--- src/design/hnd_pkg.sv ---
// Shared types, constants and the CRC helper for the HDLC NRZI deframer.
// Used by hnd_deframer and hdlc_nrzi_deframer_crc_check; depends on nothing.
package hnd_pkg;

  localparam int MAX_FRAME_BYTES = 512;
  localparam int CNT_W           = $clog2(MAX_FRAME_BYTES);
  localparam int LEN_W           = 9;

  localparam logic [CNT_W-1:0] CNT_LAST      = CNT_W'(MAX_FRAME_BYTES - 1);
  localparam logic [15:0]      CRC_INIT      = 16'hFFFF;
  localparam logic [15:0]      CRC_GOOD      = 16'hF0B8;
  localparam logic [15:0]      CRC_POLY      = 16'h8408;
  localparam logic [3:0]       RUN_SAT       = 4'd8;
  localparam logic [3:0]       RUN_FLAG      = 4'd6;
  localparam logic [3:0]       RUN_STUFF     = 4'd5;
  localparam logic [2:0]       POS_LAST      = 3'd7;
  localparam logic [LEN_W-1:0] MIN_LEN_RESET = 9'd18;

  typedef enum logic [1:0] {
    PH_WAIT,
    PH_SEEN,
    PH_IN_FRAME
  } phase_t;

  typedef enum logic [1:0] {
    EV_DATA,
    EV_GOOD,
    EV_BAD,
    EV_ABORT
  } ev_kind_t;

  typedef struct packed {
    logic             valid;
    ev_kind_t         kind;
    logic [7:0]       data;
    logic [LEN_W-1:0] len;
  } result_t;

  // Reflected CRC-16 update over one byte, LSB first.
  function automatic logic [15:0] crc_fold(logic [15:0] crc, logic [7:0] b);
    logic [15:0] c;
    c = crc ^ {8'h00, b};
    for (int k = 0; k < 8; k++) begin
      if (c[0]) begin
        c = (c >> 1) ^ CRC_POLY;
      end else begin
        c = c >> 1;
      end
    end
    return c;
  endfunction

  // Low LEN_W bits of a byte count, zero-extended when the count is narrower.
  function automatic logic [LEN_W-1:0] cnt_to_len(logic [CNT_W-1:0] c);
    logic [CNT_W+LEN_W-1:0] ext;
    ext = {{LEN_W{1'b0}}, c};
    return ext[LEN_W-1:0];
  endfunction

endpackage

--- src/design/hnd_deframer.sv ---
// Per-bit deframing datapath: NRZI decode, flag/abort/stuff detection,
// byte assembly, byte count and CRC-16 state. Depends on hnd_pkg.
module hnd_deframer
  import hnd_pkg::*;
(
  input  logic             clk,
  input  logic             rst_n,
  input  logic             step_en,
  input  logic             line_bit,
  input  logic [LEN_W-1:0] min_length,
  output result_t          res
);

  phase_t         phase_r, phase_nxt;
  logic           prev_r, prev_nxt;
  logic [3:0]     run_r, run_nxt;
  logic [7:0]     byte_r, byte_nxt;
  logic [2:0]     pos_r, pos_nxt;
  logic [CNT_W-1:0] cnt_r, cnt_nxt;
  logic [15:0]    crc_r, crc_nxt;

  logic           dbit;
  logic           is_abort;
  logic           is_flag;
  logic           is_stuff;
  logic           byte_done;
  logic           in_frame_byte;
  logic           overflow;
  logic           store;
  logic           active;
  logic           len_ok;
  logic [7:0]     byte_sh;
  logic [CNT_W-1:0] cnt_inc;
  logic [15:0]    crc_new;

  // Decode of the current bit against the state.
  always_comb begin
    dbit          = (line_bit == prev_r);
    is_abort      = !dbit && (run_r > RUN_FLAG);
    is_flag       = !dbit && (run_r == RUN_FLAG);
    is_stuff      = !dbit && (run_r == RUN_STUFF);
    byte_sh       = {dbit, byte_r[7:1]};
    byte_done     = !(is_abort || is_flag || is_stuff) && (pos_r == POS_LAST);
    active        = phase_r inside {PH_SEEN, PH_IN_FRAME};
    in_frame_byte = byte_done && active;
    overflow      = in_frame_byte && (cnt_r >= CNT_LAST);
    store         = in_frame_byte && !overflow;
    cnt_inc       = cnt_r + 1'b1;
    crc_new       = crc_fold(crc_r, byte_sh);
    len_ok        = {{LEN_W{1'b0}}, cnt_r} >= {{CNT_W{1'b0}}, min_length};
  end

  // Next state.
  always_comb begin
    phase_nxt = phase_r;
    prev_nxt  = prev_r;
    run_nxt   = run_r;
    byte_nxt  = byte_r;
    pos_nxt   = pos_r;
    cnt_nxt   = cnt_r;
    crc_nxt   = crc_r;
    if (step_en) begin
      prev_nxt = line_bit;
      if (is_abort || is_flag || overflow) begin
        phase_nxt = is_flag ? PH_SEEN : PH_WAIT;
        run_nxt   = '0;
        byte_nxt  = '0;
        pos_nxt   = '0;
        cnt_nxt   = '0;
        crc_nxt   = CRC_INIT;
      end else if (is_stuff) begin
        run_nxt = '0;
      end else begin
        if (dbit) begin
          run_nxt = (run_r < RUN_SAT) ? run_r + 1'b1 : run_r;
        end else begin
          run_nxt = '0;
        end
        byte_nxt = byte_sh;
        pos_nxt  = pos_r + 1'b1;
        if (store) begin
          phase_nxt = PH_IN_FRAME;
          cnt_nxt   = cnt_inc;
          crc_nxt   = crc_new;
        end
      end
    end
  end

  // Result of the current bit.
  always_comb begin
    res = '{valid: 1'b0, kind: EV_DATA, data: 8'h00, len: cnt_to_len(cnt_r)};
    if (is_abort) begin
      res.valid = active;
      res.kind  = EV_ABORT;
    end else if (is_flag) begin
      res.valid = (phase_r == PH_IN_FRAME);
      res.kind  = (len_ok && (crc_r == CRC_GOOD)) ? EV_GOOD : EV_BAD;
    end else if (overflow) begin
      res.valid = 1'b1;
      res.kind  = EV_ABORT;
    end else if (store) begin
      res.valid = 1'b1;
      res.kind  = EV_DATA;
      res.data  = byte_sh;
      res.len   = cnt_to_len(cnt_inc);
    end
  end

  always_ff @(posedge clk) begin
    if (!rst_n) begin
      phase_r <= PH_WAIT;
      prev_r  <= 1'b0;
      run_r   <= '0;
      byte_r  <= '0;
      pos_r   <= '0;
      cnt_r   <= '0;
      crc_r   <= CRC_INIT;
    end else begin
      phase_r <= phase_nxt;
      prev_r  <= prev_nxt;
      run_r   <= run_nxt;
      byte_r  <= byte_nxt;
      pos_r   <= pos_nxt;
      cnt_r   <= cnt_nxt;
      crc_r   <= crc_nxt;
    end
  end

`ifndef SYNTHESIS
  a_run_sat: assert property (@(posedge clk) disable iff (!rst_n) run_r <= RUN_SAT)
    else $error("ones run counter beyond saturation");

  a_data_in_frame: assert property (@(posedge clk) disable iff (!rst_n)
    step_en && res.valid && (res.kind == EV_DATA) |=> phase_r == PH_IN_FRAME)
    else $error("data byte emitted without entering a frame");

  a_end_clears: assert property (@(posedge clk) disable iff (!rst_n)
    step_en && res.valid && (res.kind != EV_DATA) |=> (cnt_r == '0) && (crc_r == CRC_INIT))
    else $error("frame end did not clear count and CRC");
`endif

endmodule

--- src/design/hdlc_nrzi_deframer_crc_check.sv ---
// Top level of the HDLC NRZI deframer with CRC-16 check: input register,
// configuration register, result register. Depends on hnd_pkg and hnd_deframer.
// A line bit accepted into the input register is processed by the deframer, and its result is registered at out_*.
// Throughput: one line bit per cycle, except while a result waits in the result register with out_ready low.
// The input register lets one new bit be taken while a finished result waits.
// Reset (rst_n low, synchronous): waiting for flag, CRC 0xFFFF, min_length 18.
module hdlc_nrzi_deframer_crc_check
  import hnd_pkg::*;
(
  input  logic             clk,
  input  logic             rst_n,
  input  logic             in_valid,
  output logic             in_ready,
  input  logic             in_line_bit,
  output logic             out_valid,
  input  logic             out_ready,
  output logic [1:0]       out_event_kind,
  output logic [7:0]       out_data_byte,
  output logic [LEN_W-1:0] out_frame_length,
  input  logic             cfg_valid,
  output logic             cfg_ready,
  input  logic [LEN_W-1:0] cfg_min_length
);

  // Input stage: holds one accepted line bit until the deframer consumes it.
  logic             in_valid_r;
  logic             in_bit_r;
  // Configuration register.
  logic [LEN_W-1:0] min_length_r;
  // Result stage.
  logic             out_valid_r;
  ev_kind_t         out_kind_r;
  logic [7:0]       out_data_r;
  logic [LEN_W-1:0] out_len_r;

  logic    fire;
  result_t res;

  // A held bit is processed whenever the result register can take whatever it
  // produces: either it is empty or its contents leave in this same transfer.
  assign fire      = in_valid_r && (!out_valid_r || out_ready);
  assign in_ready  = !in_valid_r || fire;
  assign cfg_ready = 1'b1;

  hnd_deframer u_deframer (
    .clk        (clk),
    .rst_n      (rst_n),
    .step_en    (fire),
    .line_bit   (in_bit_r),
    .min_length (min_length_r),
    .res        (res)
  );

  always_ff @(posedge clk) begin
    if (!rst_n) begin
      in_valid_r <= 1'b0;
    end else if (in_ready) begin
      in_valid_r <= in_valid;
    end
  end

  always_ff @(posedge clk) begin
    if (in_ready && in_valid) begin
      in_bit_r <= in_line_bit;
    end
  end

  always_ff @(posedge clk) begin
    if (!rst_n) begin
      min_length_r <= MIN_LEN_RESET;
    end else if (cfg_valid && cfg_ready) begin
      min_length_r <= cfg_min_length;
    end
  end

  // The result register loads on a bit that produces a result, and otherwise
  // empties once its contents have been transferred.
  always_ff @(posedge clk) begin
    if (!rst_n) begin
      out_valid_r <= 1'b0;
    end else if (fire && res.valid) begin
      out_valid_r <= 1'b1;
    end else if (out_ready) begin
      out_valid_r <= 1'b0;
    end
  end

  always_ff @(posedge clk) begin
    if (fire && res.valid) begin
      out_kind_r <= res.kind;
      out_data_r <= res.data;
      out_len_r  <= res.len;
    end
  end

  assign out_valid        = out_valid_r;
  assign out_event_kind   = out_kind_r;
  assign out_data_byte    = out_data_r;
  assign out_frame_length = out_len_r;

`ifndef SYNTHESIS
  a_result_loaded: assert property (@(posedge clk) disable iff (!rst_n)
    fire && res.valid |=> out_valid_r)
    else $error("result produced but not presented");

  a_stall_reason: assert property (@(posedge clk) disable iff (!rst_n)
    !in_ready |-> in_valid_r && out_valid_r && !out_ready)
    else $error("input stalled without a full result stage");

  a_drain: assert property (@(posedge clk) disable iff (!rst_n)
    out_valid_r && out_ready && !(fire && res.valid) |=> !out_valid_r)
    else $error("result repeated after transfer");
`endif

endmodule
--- config.mk ---
export PLATFORM = sky130hd
export DESIGN_NAME = hdlc_nrzi_deframer_crc_check
export DESIGN_NICKNAME = d
export VERILOG_FILES = /design/src/design/hnd_pkg.sv /design/src/design/hnd_deframer.sv /design/src/design/hdlc_nrzi_deframer_crc_check.sv
export SDC_FILE = /design/constraint.sdc
export NUM_CORES = 1
export LEC_CHECK = 0
export CAP_MARGIN = 40
export CORE_AREA = 2 2 98 100
export DETAILED_ROUTE_END_ITERATION = 7
export DIE_AREA = 0 0 100 102
export DONT_BUFFER_PORTS = 1
export MAX_ROUTING_LAYER = met4
export PLACE_DENSITY = 0.56
export SYNTH_ARGS = -nofsm -noshare
export SYNTH_HDL_FRONTEND = slang
export SYNTH_HIERARCHICAL = 1
export SYNTH_SLANG_ARGS = --single-unit
--- constraint.sdc ---
create_clock -name clk -period 3.5 [get_ports clk]
set_input_delay 0.175 -clock clk [delete_from_list [all_inputs] [get_ports clk]]
set_output_delay 0.175 -clock clk [all_outputs]
set_load 0.01 [all_outputs]
==> impl_metrics.env, run 1 <==
export IMPL_fin_skew_ns=0.0122
export IMPL_worst_slew_pin_slew_ns=0.774
export IMPL_startpoint_type="flip-flop"
export IMPL_hold_path_class="input port to flip-flop"
export IMPL_path_class="flip-flop to flip-flop"
export IMPL_period_needed_ns=2.88
export IMPL_fin_nets=427
export IMPL_synth_edf_count=20
export IMPL_gp_congestion=0.888
export IMPL_critical_path_max_stage_delay_ns=0.70
export IMPL_end_kind="flip-flop"
export IMPL_switching_share=0.229
export IMPL_reg2reg_from="u_deframer/cnt_r[1]$_SDFFE_PN0P_"
export IMPL_chipHeight_um=102
export IMPL_ys_warnings_count=6
export IMPL_syn_inst=375
export IMPL_async_reset_ff_frac=0
export IMPL_ant_nets=0
export IMPL_postCtsSetupBuffers=0
export IMPL_cp_data_required_time_ns=3.78
export IMPL_status="completed"
export IMPL_area_delta_synth_final_pct=15.6
export IMPL_synth_main_ff_cell="dfxtp_1"
export IMPL_overflow=0
export IMPL_routed_wirelength_mm=8.04
export IMPL_ys_ff_latch=73
export IMPL_rsz0062_at_grt="no"
export IMPL_critPathArrivalTime_ns=3.16
export IMPL_die_area_sq_um=10200
export IMPL_power_density_nw_per_um2=414
export IMPL_tritoncts="built"
export IMPL_finalHoldViolations=0
export IMPL_slew_viol_final=0
export IMPL_path_clk_slew_ns=0.09
export IMPL_critPathMaxFanout=21
export IMPL_slowest_stage="or4_4"
export IMPL_critical_path_cell_chain="ha_1 > and3_1 > nand3_1 > nor2_1 > ha_1 > a41o_1 > or4_4 > or3_1 > a31oi_1"
export IMPL_clock_sinks=73
export IMPL_ctsResizeCount=0
export IMPL_crit_family="simple AND/OR/NAND/NOR gates"
export IMPL_fin_crit_sh=0.824
export IMPL_drc=0
export IMPL_grt_max_degree=31
export IMPL_num_rows=35
export IMPL_whs_path_depth=2
export IMPL_clk_path_buf_depth=2
export IMPL_internal_power_mw=1.33
export IMPL_io_pins=37
export IMPL_clockPowerShare=0.432
export IMPL_viasPerCell=5.44
export IMPL_grt_pass1_wl_mm=13.4
export IMPL_cap_violations=0
export IMPL_die_w_um=100
export IMPL_setup_viol=0
export IMPL_p_seq_frac=0.511
export IMPL_core_sq_um=9110
export IMPL_r2r_setup_slack_ns=0.62
export IMPL_port_buffers=0
export IMPL_crit_path_frequent_cell="ha_1"
export IMPL_p_total_mw=1.72
export IMPL_max_slew_margin_rel=0.481
export IMPL_reg2reg_to="u_deframer/cnt_r[4]$_SDFFE_PN0P_"
export IMPL_drtIter0Drc=141
export IMPL_drive_above_1_share=0.0825
export IMPL_cts_root_buf="clkbuf_8"
export IMPL_yosysSeqAreaShare=0.462
export IMPL_p_sw_mw=0.394
export IMPL_drt_wirelength_per_cell_um=15.7
export IMPL_place_hpwl_mm=5.39
export IMPL_initial_core_util=0.395
export IMPL_min_from="out_ready"
export IMPL_vdd_drop_max_v=0.000150
export IMPL_synthTopCellsByArea="dfxtp_1 29%, edfxtp_1 17%, ha_1 5.9%"
export IMPL_tns_ns=0
export IMPL_vias=2781
export IMPL_synth_nets=407
export IMPL_min_to="in_valid_r$_SDFFE_PN0P_"
export IMPL_pwr_share_comb=0.056
export IMPL_firstDrtPassIters=5
export IMPL_n_antenna_cell=0
export IMPL_p_leak_nw=1.49
export IMPL_cts_buffers=9
export IMPL_synth_distinct_cells=56
export IMPL_yosysTopAreaCell="dfxtp_1"
export IMPL_reg2reg_depth=9
export IMPL_fmax_mhz=347
export IMPL_grt_pass1_vias=2664
export IMPL_synth_area_sq_um=3600
export IMPL_htreeDepth=3
export IMPL_yosys_area_top_type_share=0.295
export IMPL_antenna_found_initial=0
export IMPL_grt_usage=0.174
export IMPL_critPathBufInv=0
export IMPL_postSynthAreaPerCell_sq_um=9.59
export IMPL_clock_latency_ns=0.36
[cells by family after synthesis]
| group | share of synthesized area |
|---|---|
| other cells | 0.00104 |
| flops | 0.462 |
| buf+inv | 0.0456 |
| xor+xnor | 0.0817 |
| fa+ha+maj | 0.0591 |
| compound gates | 0.126 |
| simple gates | 0.188 |
| mux | 0.0369 |
[timing repair]
item | in CTS | in global routing
hold buffers | 20 | 0
endpoints found under the hold margin | 30 | 0
endpoints found under the setup margin | 0 | 0
[cell usage after synthesis (all sizes together), types with 2 or more instances]
| master | n |
|---|---|
| a21o | 2 |
| nor3 | 6 |
| xnor2 | 15 |
| ha | 17 |
| xor2 | 16 |
| o21a | 3 |
| nand2b | 3 |
| nand2 | 48 |
| inv | 16 |
| o21ai | 8 |
| edfxtp | 20 |
| nor2b | 12 |
| and2 | 8 |
| a21boi | 2 |
| a31oi | 4 |
| nand3 | 20 |
| o31ai | 3 |
| and3 | 4 |
| buf | 5 |
| o22ai | 16 |
| dfxtp | 53 |
| or3 | 4 |
| clkbuf | 15 |
| mux2 | 2 |
| mux2i | 11 |
| nor4 | 7 |
| or4 | 2 |
| a21oi | 18 |
| a22oi | 4 |
| nor2 | 11 |
| nand3b | 2 |
[area by class of cell]
cell class              instances  area (sq um)
clock inverters                 7           101
fillers                       856          4950
repair buffers                 29           299
clock buffers                   9           124
flip-flops and latches         73          1660
inverters                      16          60.1
multi-input cells             266          1770
well taps                     111           139
[how the worst max path moves through the flow]
stage / start / end / slack (ns) / cells after the start
6_report: u_deframer/cnt_r[1]$_SDFFE_PN0P_ / u_deframer/cnt_r[4]$_SDFFE_PN0P_ / 0.62 / 9
5_1_grt: u_deframer/cnt_r[1]$_SDFFE_PN0P_ / u_deframer/cnt_r[4]$_SDFFE_PN0P_ / 0.45 / 9
4_1_cts: u_deframer/cnt_r[1]$_SDFFE_PN0P_ / u_deframer/cnt_r[4]$_SDFFE_PN0P_ / 0.65 / 9
3_5_place_dp: u_deframer/cnt_r[1]$_SDFFE_PN0P_ / u_deframer/cnt_r[6]$_SDFFE_PN0P_ / 0.71 / 9
3_3_place_gp: u_deframer/cnt_r[1]$_SDFFE_PN0P_ / u_deframer/cnt_r[6]$_SDFFE_PN0P_ / 0.75 / 9
2_1_floorplan: u_deframer/run_r[0]$_SDFFE_PN0P_ / out_data_byte[0]$_DFFE_PP_ / 0.88 / 8
[per-stage QoR]
step | util | cell area [sq um] | cells | setup slack (ns) | hold slack [ns]
global placement | 0.404 | 3680 | 472 | 0.749 | 0.243
finish | 0.457 | 4160 | 511 | 0.618 | 0.0664
CTS | 0.455 | 4150 | 510 | 0.648 | 0.0487
detailed placement | 0.409 | 3720 | 474 | 0.713 | 0.244
floorplan | - | 3600 | 375 | 0.876 | 0.274
global route | 0.457 | 4160 | 511 | 0.450 | 0.111
[registers in the layout (all words and copies together) (netlist names)]
name / count
u_deframer/prev_r: 1
in_valid_r: 1
u_deframer/byte_r: 7
min_length_r: 9
u_deframer/crc_r: 16
out_frame_length: 9
u_deframer/cnt_r: 9
out_data_byte: 8
in_bit_r: 1
out_event_kind: 2
u_deframer/pos_r: 3
u_deframer/phase_r: 2
u_deframer/run_r: 4
out_valid: 1
[layer usage]
layer | global-route usage | routed length [um]
met4 | 0.0843 | 199
met1 | 0.227 | 3840
met2 | 0.260 | 3570
met5 | - | 0
met3 | 0.0369 | 423
[layout by cell type, fill, tap and decap left out, types with 3 or more instances in the layout]
cell,synthesis,routed
nor3_1,6,6
edfxtp_1,20,20
xor2_1,16,16
inv_1,16,16
mux2i_1,11,11
and3_1,4,4
nand2b_1,3,3
dlygate4sd3_1,0,20
o21ai_0,7,7
o21a_1,3,3
a21oi_1,18,18
or3_1,4,4
nand3_1,20,20
dfxtp_1,53,53
nand2_1,48,48
a31oi_1,4,4
buf_4,1,6
a22oi_1,4,4
and2_1,8,8
xnor2_1,15,15
nor2b_1,12,12
o22ai_1,16,16
nor2_1,11,10
ha_1,17,17
clkbuf_8,0,9
nor4_1,7,7
[power groups by stage]
stage	clock, mW	sequential (mW)	combinational (mW)
after floorplan	0	0.898	0.0591
after global routing	0.803	0.883	0.108
after detailed placement	0	0.901	0.0684
after CTS	0.771	0.881	0.0951
after global placement	0	0.900	0.0636
final	0.745	0.881	0.0971
Note: power is estimated with default switching activity, not from simulation.
==> run 2, diff against run 1 <==
clock period = 2.95 ns   (was 3.5 ns; I/O delays follow)
==> run 2 against run 1 <==
Non-clock buffer count rose by 4. Power increased by 17%. Setup slack got worse by 0.36 ns. Combinational power grew 15%. Via count is 2.3% lower. Critical path depth unchanged. Global-route usage decreased by 1.1 points. Clock power grew 15%. Cell count up 0.78%. Die area unchanged. First-iteration DRC count rose by 2.8%. Routed wire length fell by 6.7%. Highest routed layer unchanged.
==> impl_metrics.env, run 2 (synthesized netlist as in run 1, its figures left out) <==
export IMPL_overflow=0
export IMPL_routed_wirelength_mm=7.50
export IMPL_grt_usage=0.163
export IMPL_startpoint_type="flip-flop"
export IMPL_fin_ws_ns=0.261
export IMPL_core_sq_um=9110
export IMPL_critical_path_max_stage_delay_ns=0.58
export IMPL_clockPowerShare=0.425
export IMPL_vias=2716
export IMPL_postCtsSetupBuffers=0
export IMPL_fin_nets=431
export IMPL_antenna_found_initial=0
export IMPL_gp_congestion=0.823
export IMPL_setup_viol=0
export IMPL_reg2reg_depth=9
export IMPL_hold_path_class="input port to flip-flop"
export IMPL_drtIter0Drc=145
export IMPL_viasPerCell=5.27
export IMPL_p_sw_mw=0.445
export IMPL_grt_max_degree=31
export IMPL_n_antenna_cell=0
export IMPL_layout_common_cells="53 x dfxtp_1, 48 x nand2_1, 21 x dlygate4sd3_1, 20 x edfxtp_1, 20 x nand3_1"
export IMPL_cp_data_required_time_ns=3.23
export IMPL_grt_use_met1=0.220
export IMPL_crit_path_frequent_cell="ha_1"
export IMPL_grt_pass1_wl_mm=12.5
export IMPL_top_register="u_deframer/crc_r"
export IMPL_firstDrtPassIters=4
export IMPL_drt_wirelength_per_cell_um=14.6
export IMPL_io_pins=37
export IMPL_htreeDepth=3
export IMPL_port_buffers=0
export IMPL_drive_above_1_share=0.0891
export IMPL_slew_viol_final=0
export IMPL_cts_root_buf="clkbuf_8"
export IMPL_worst_path_stages=9
export IMPL_die_area_sq_um=10200
export IMPL_clock_sinks=73
export IMPL_critPathArrivalTime_ns=2.97
export IMPL_status="completed"
export IMPL_initial_core_util=0.395
export IMPL_path_class="flip-flop to flip-flop"
export IMPL_tritoncts="built"
export IMPL_vdd_drop_max_v=0.000249
export IMPL_critical_path_cell_chain="ha_1 > and3_1 > nand3_1 > nor2_1 > ha_1 > a41o_1 > or4_4 > or3_1 > a31oi_1"
export IMPL_pwr_share_comb=0.056
export IMPL_internal_power_mw=1.57
export IMPL_clock_latency_ns=0.35
export IMPL_period_needed_ns=2.69
export IMPL_chipHeight_um=102
export IMPL_endpoint="u_deframer/cnt_r[4]$_SDFFE_PN0P_"
export IMPL_reg2reg_from="u_deframer/cnt_r[1]$_SDFFE_PN0P_"
export IMPL_p_seq_frac=0.519
export IMPL_reg2reg_to="u_deframer/cnt_r[4]$_SDFFE_PN0P_"
export IMPL_fmax_mhz=372
export IMPL_power_density_nw_per_um2=483
export IMPL_ant_nets=0
export IMPL_crit_start="u_deframer/cnt_r[1]$_SDFFE_PN0P_"
export IMPL_switching_share=0.221
export IMPL_met3_usage=0.0363
export IMPL_place_hpwl_mm=5.14
export IMPL_drc=0
export IMPL_max_slew_margin_rel=0.514
export IMPL_end_kind="flip-flop"
export IMPL_tns_ns=0
export IMPL_critPathMaxFanout=10
export IMPL_num_rows=35
export IMPL_dp_worst_setup_slack_ns=0.284
export IMPL_area_delta_synth_final_pct=15.9
export IMPL_p_leak_nw=1.50
export IMPL_crit_family="simple AND/OR/NAND/NOR gates"
export IMPL_slowest_stage="or4_4"
export IMPL_critPathBufInv=0
export IMPL_final_common_cell="dfxtp_1"
export IMPL_die_w_um=100
export IMPL_grt_busiest_layer="met2"
export IMPL_worst_slew_pin_slew_ns=0.725
export IMPL_path_clk_slew_ns=0.07
export IMPL_cts_buffers=9
export IMPL_cap_violations=0
export IMPL_r2r_setup_slack_ns=0.26
export IMPL_finalHoldViolations=0
export IMPL_final_area_sq_um=4170
export IMPL_clk_path_buf_depth=2
export IMPL_grt_pass1_vias=2479
export IMPL_rsz0062_at_grt="no"
export IMPL_largest_register_ffs=16
export IMPL_fin_crit_sh=0.912
export IMPL_ctsResizeCount=0
export IMPL_use_met2=0.236
export IMPL_fin_skew_ns=0.00692
export IMPL_post_dp_cell_area_sq_um=3720
==> run 2: final cells by class <==
| cell class | instances | area [sq um] |
|---|---|---|
| Tap cell | 111 | 139 |
| Sequential cell | 73 | 1660 |
| Clock inverter | 7 | 95.1 |
| Fill cell | 879 | 4940 |
| Clock buffer | 9 | 124 |
| Inverter | 16 | 60.1 |
| Timing Repair Buffer | 33 | 315 |
| Multi-Input combinational cell | 266 | 1770 |
==> run 2: layer usage <==
layer / share of wire / wire length, um / vias up
met5: 0 / 0 / -
li1: - / - / 1381
met4: 0.016 / 123 / 0
met2: 0.44 / 3330 / 54
met1: 0.49 / 3690 / 1269
met3: 0.047 / 356 / 12
==> run 2: worst reg2reg max path: stages, from the launching register on <==
cell and delay [ns]:
dfxtp_1 0.37, ha_1 0.25, and3_1 0.22, nand3_1 0.14
nor2_1 0.07, ha_1 0.19, a41o_1 0.31, or4_4 0.58
or3_1 0.32, a31oi_1 0.16
==> run 2: power groups by stage <==
stage / sequential, mW / clock, mW / combinational (mW)
floorplan: 1.07 / 0 / 0.0701
global placement: 1.07 / 0 / 0.0758
detailed placement: 1.07 / 0 / 0.0766
CTS: 1.05 / 0.886 / 0.110
global route: 1.05 / 0.921 / 0.125
finish: 1.05 / 0.857 / 0.112
==> run 2: what timing repair did <==
item | in CTS | in global routing
endpoints found under the setup margin | 0 | 0
hold endpoints to repair | 30 | 0
hold buffers | 21 | 0
==> run 2: how the worst min path moves through the flow <==
stage / start / to / slack (ns) / depth (start not counted)
CTS: out_ready / in_valid_r$_SDFFE_PN0P_ / 0.02 / 2
global route: out_ready / out_valid$_SDFFE_PN0P_ / 0.05 / 2
finish: out_ready / in_valid_r$_SDFFE_PN0P_ / 0.03 / 2
global placement: rst_n / min_length_r[1]$_SDFFE_PN1P_ / 0.22 / 1
detailed placement: rst_n / min_length_r[4]$_SDFFE_PN1P_ / 0.22 / 1
floorplan: in_line_bit / in_bit_r$_DFFE_PP_ / 0.25 / 0
==> run 2: through the flow <==
| stage | power, mW | hold WS [ns] | utilization | instances |
|---|---|---|---|---|
| 4_1_cts | 2.04 | 0.0186 | 0.456 | 514 |
| 5_1_grt | 2.09 | 0.0464 | 0.458 | 515 |
| 3_5_place_dp | 1.15 | 0.218 | 0.409 | 477 |
| 3_3_place_gp | 1.14 | 0.216 | 0.407 | 476 |
| 2_1_floorplan | 1.14 | 0.246 | - | 375 |
| 6_report | 2.01 | 0.0335 | 0.458 | 515 |
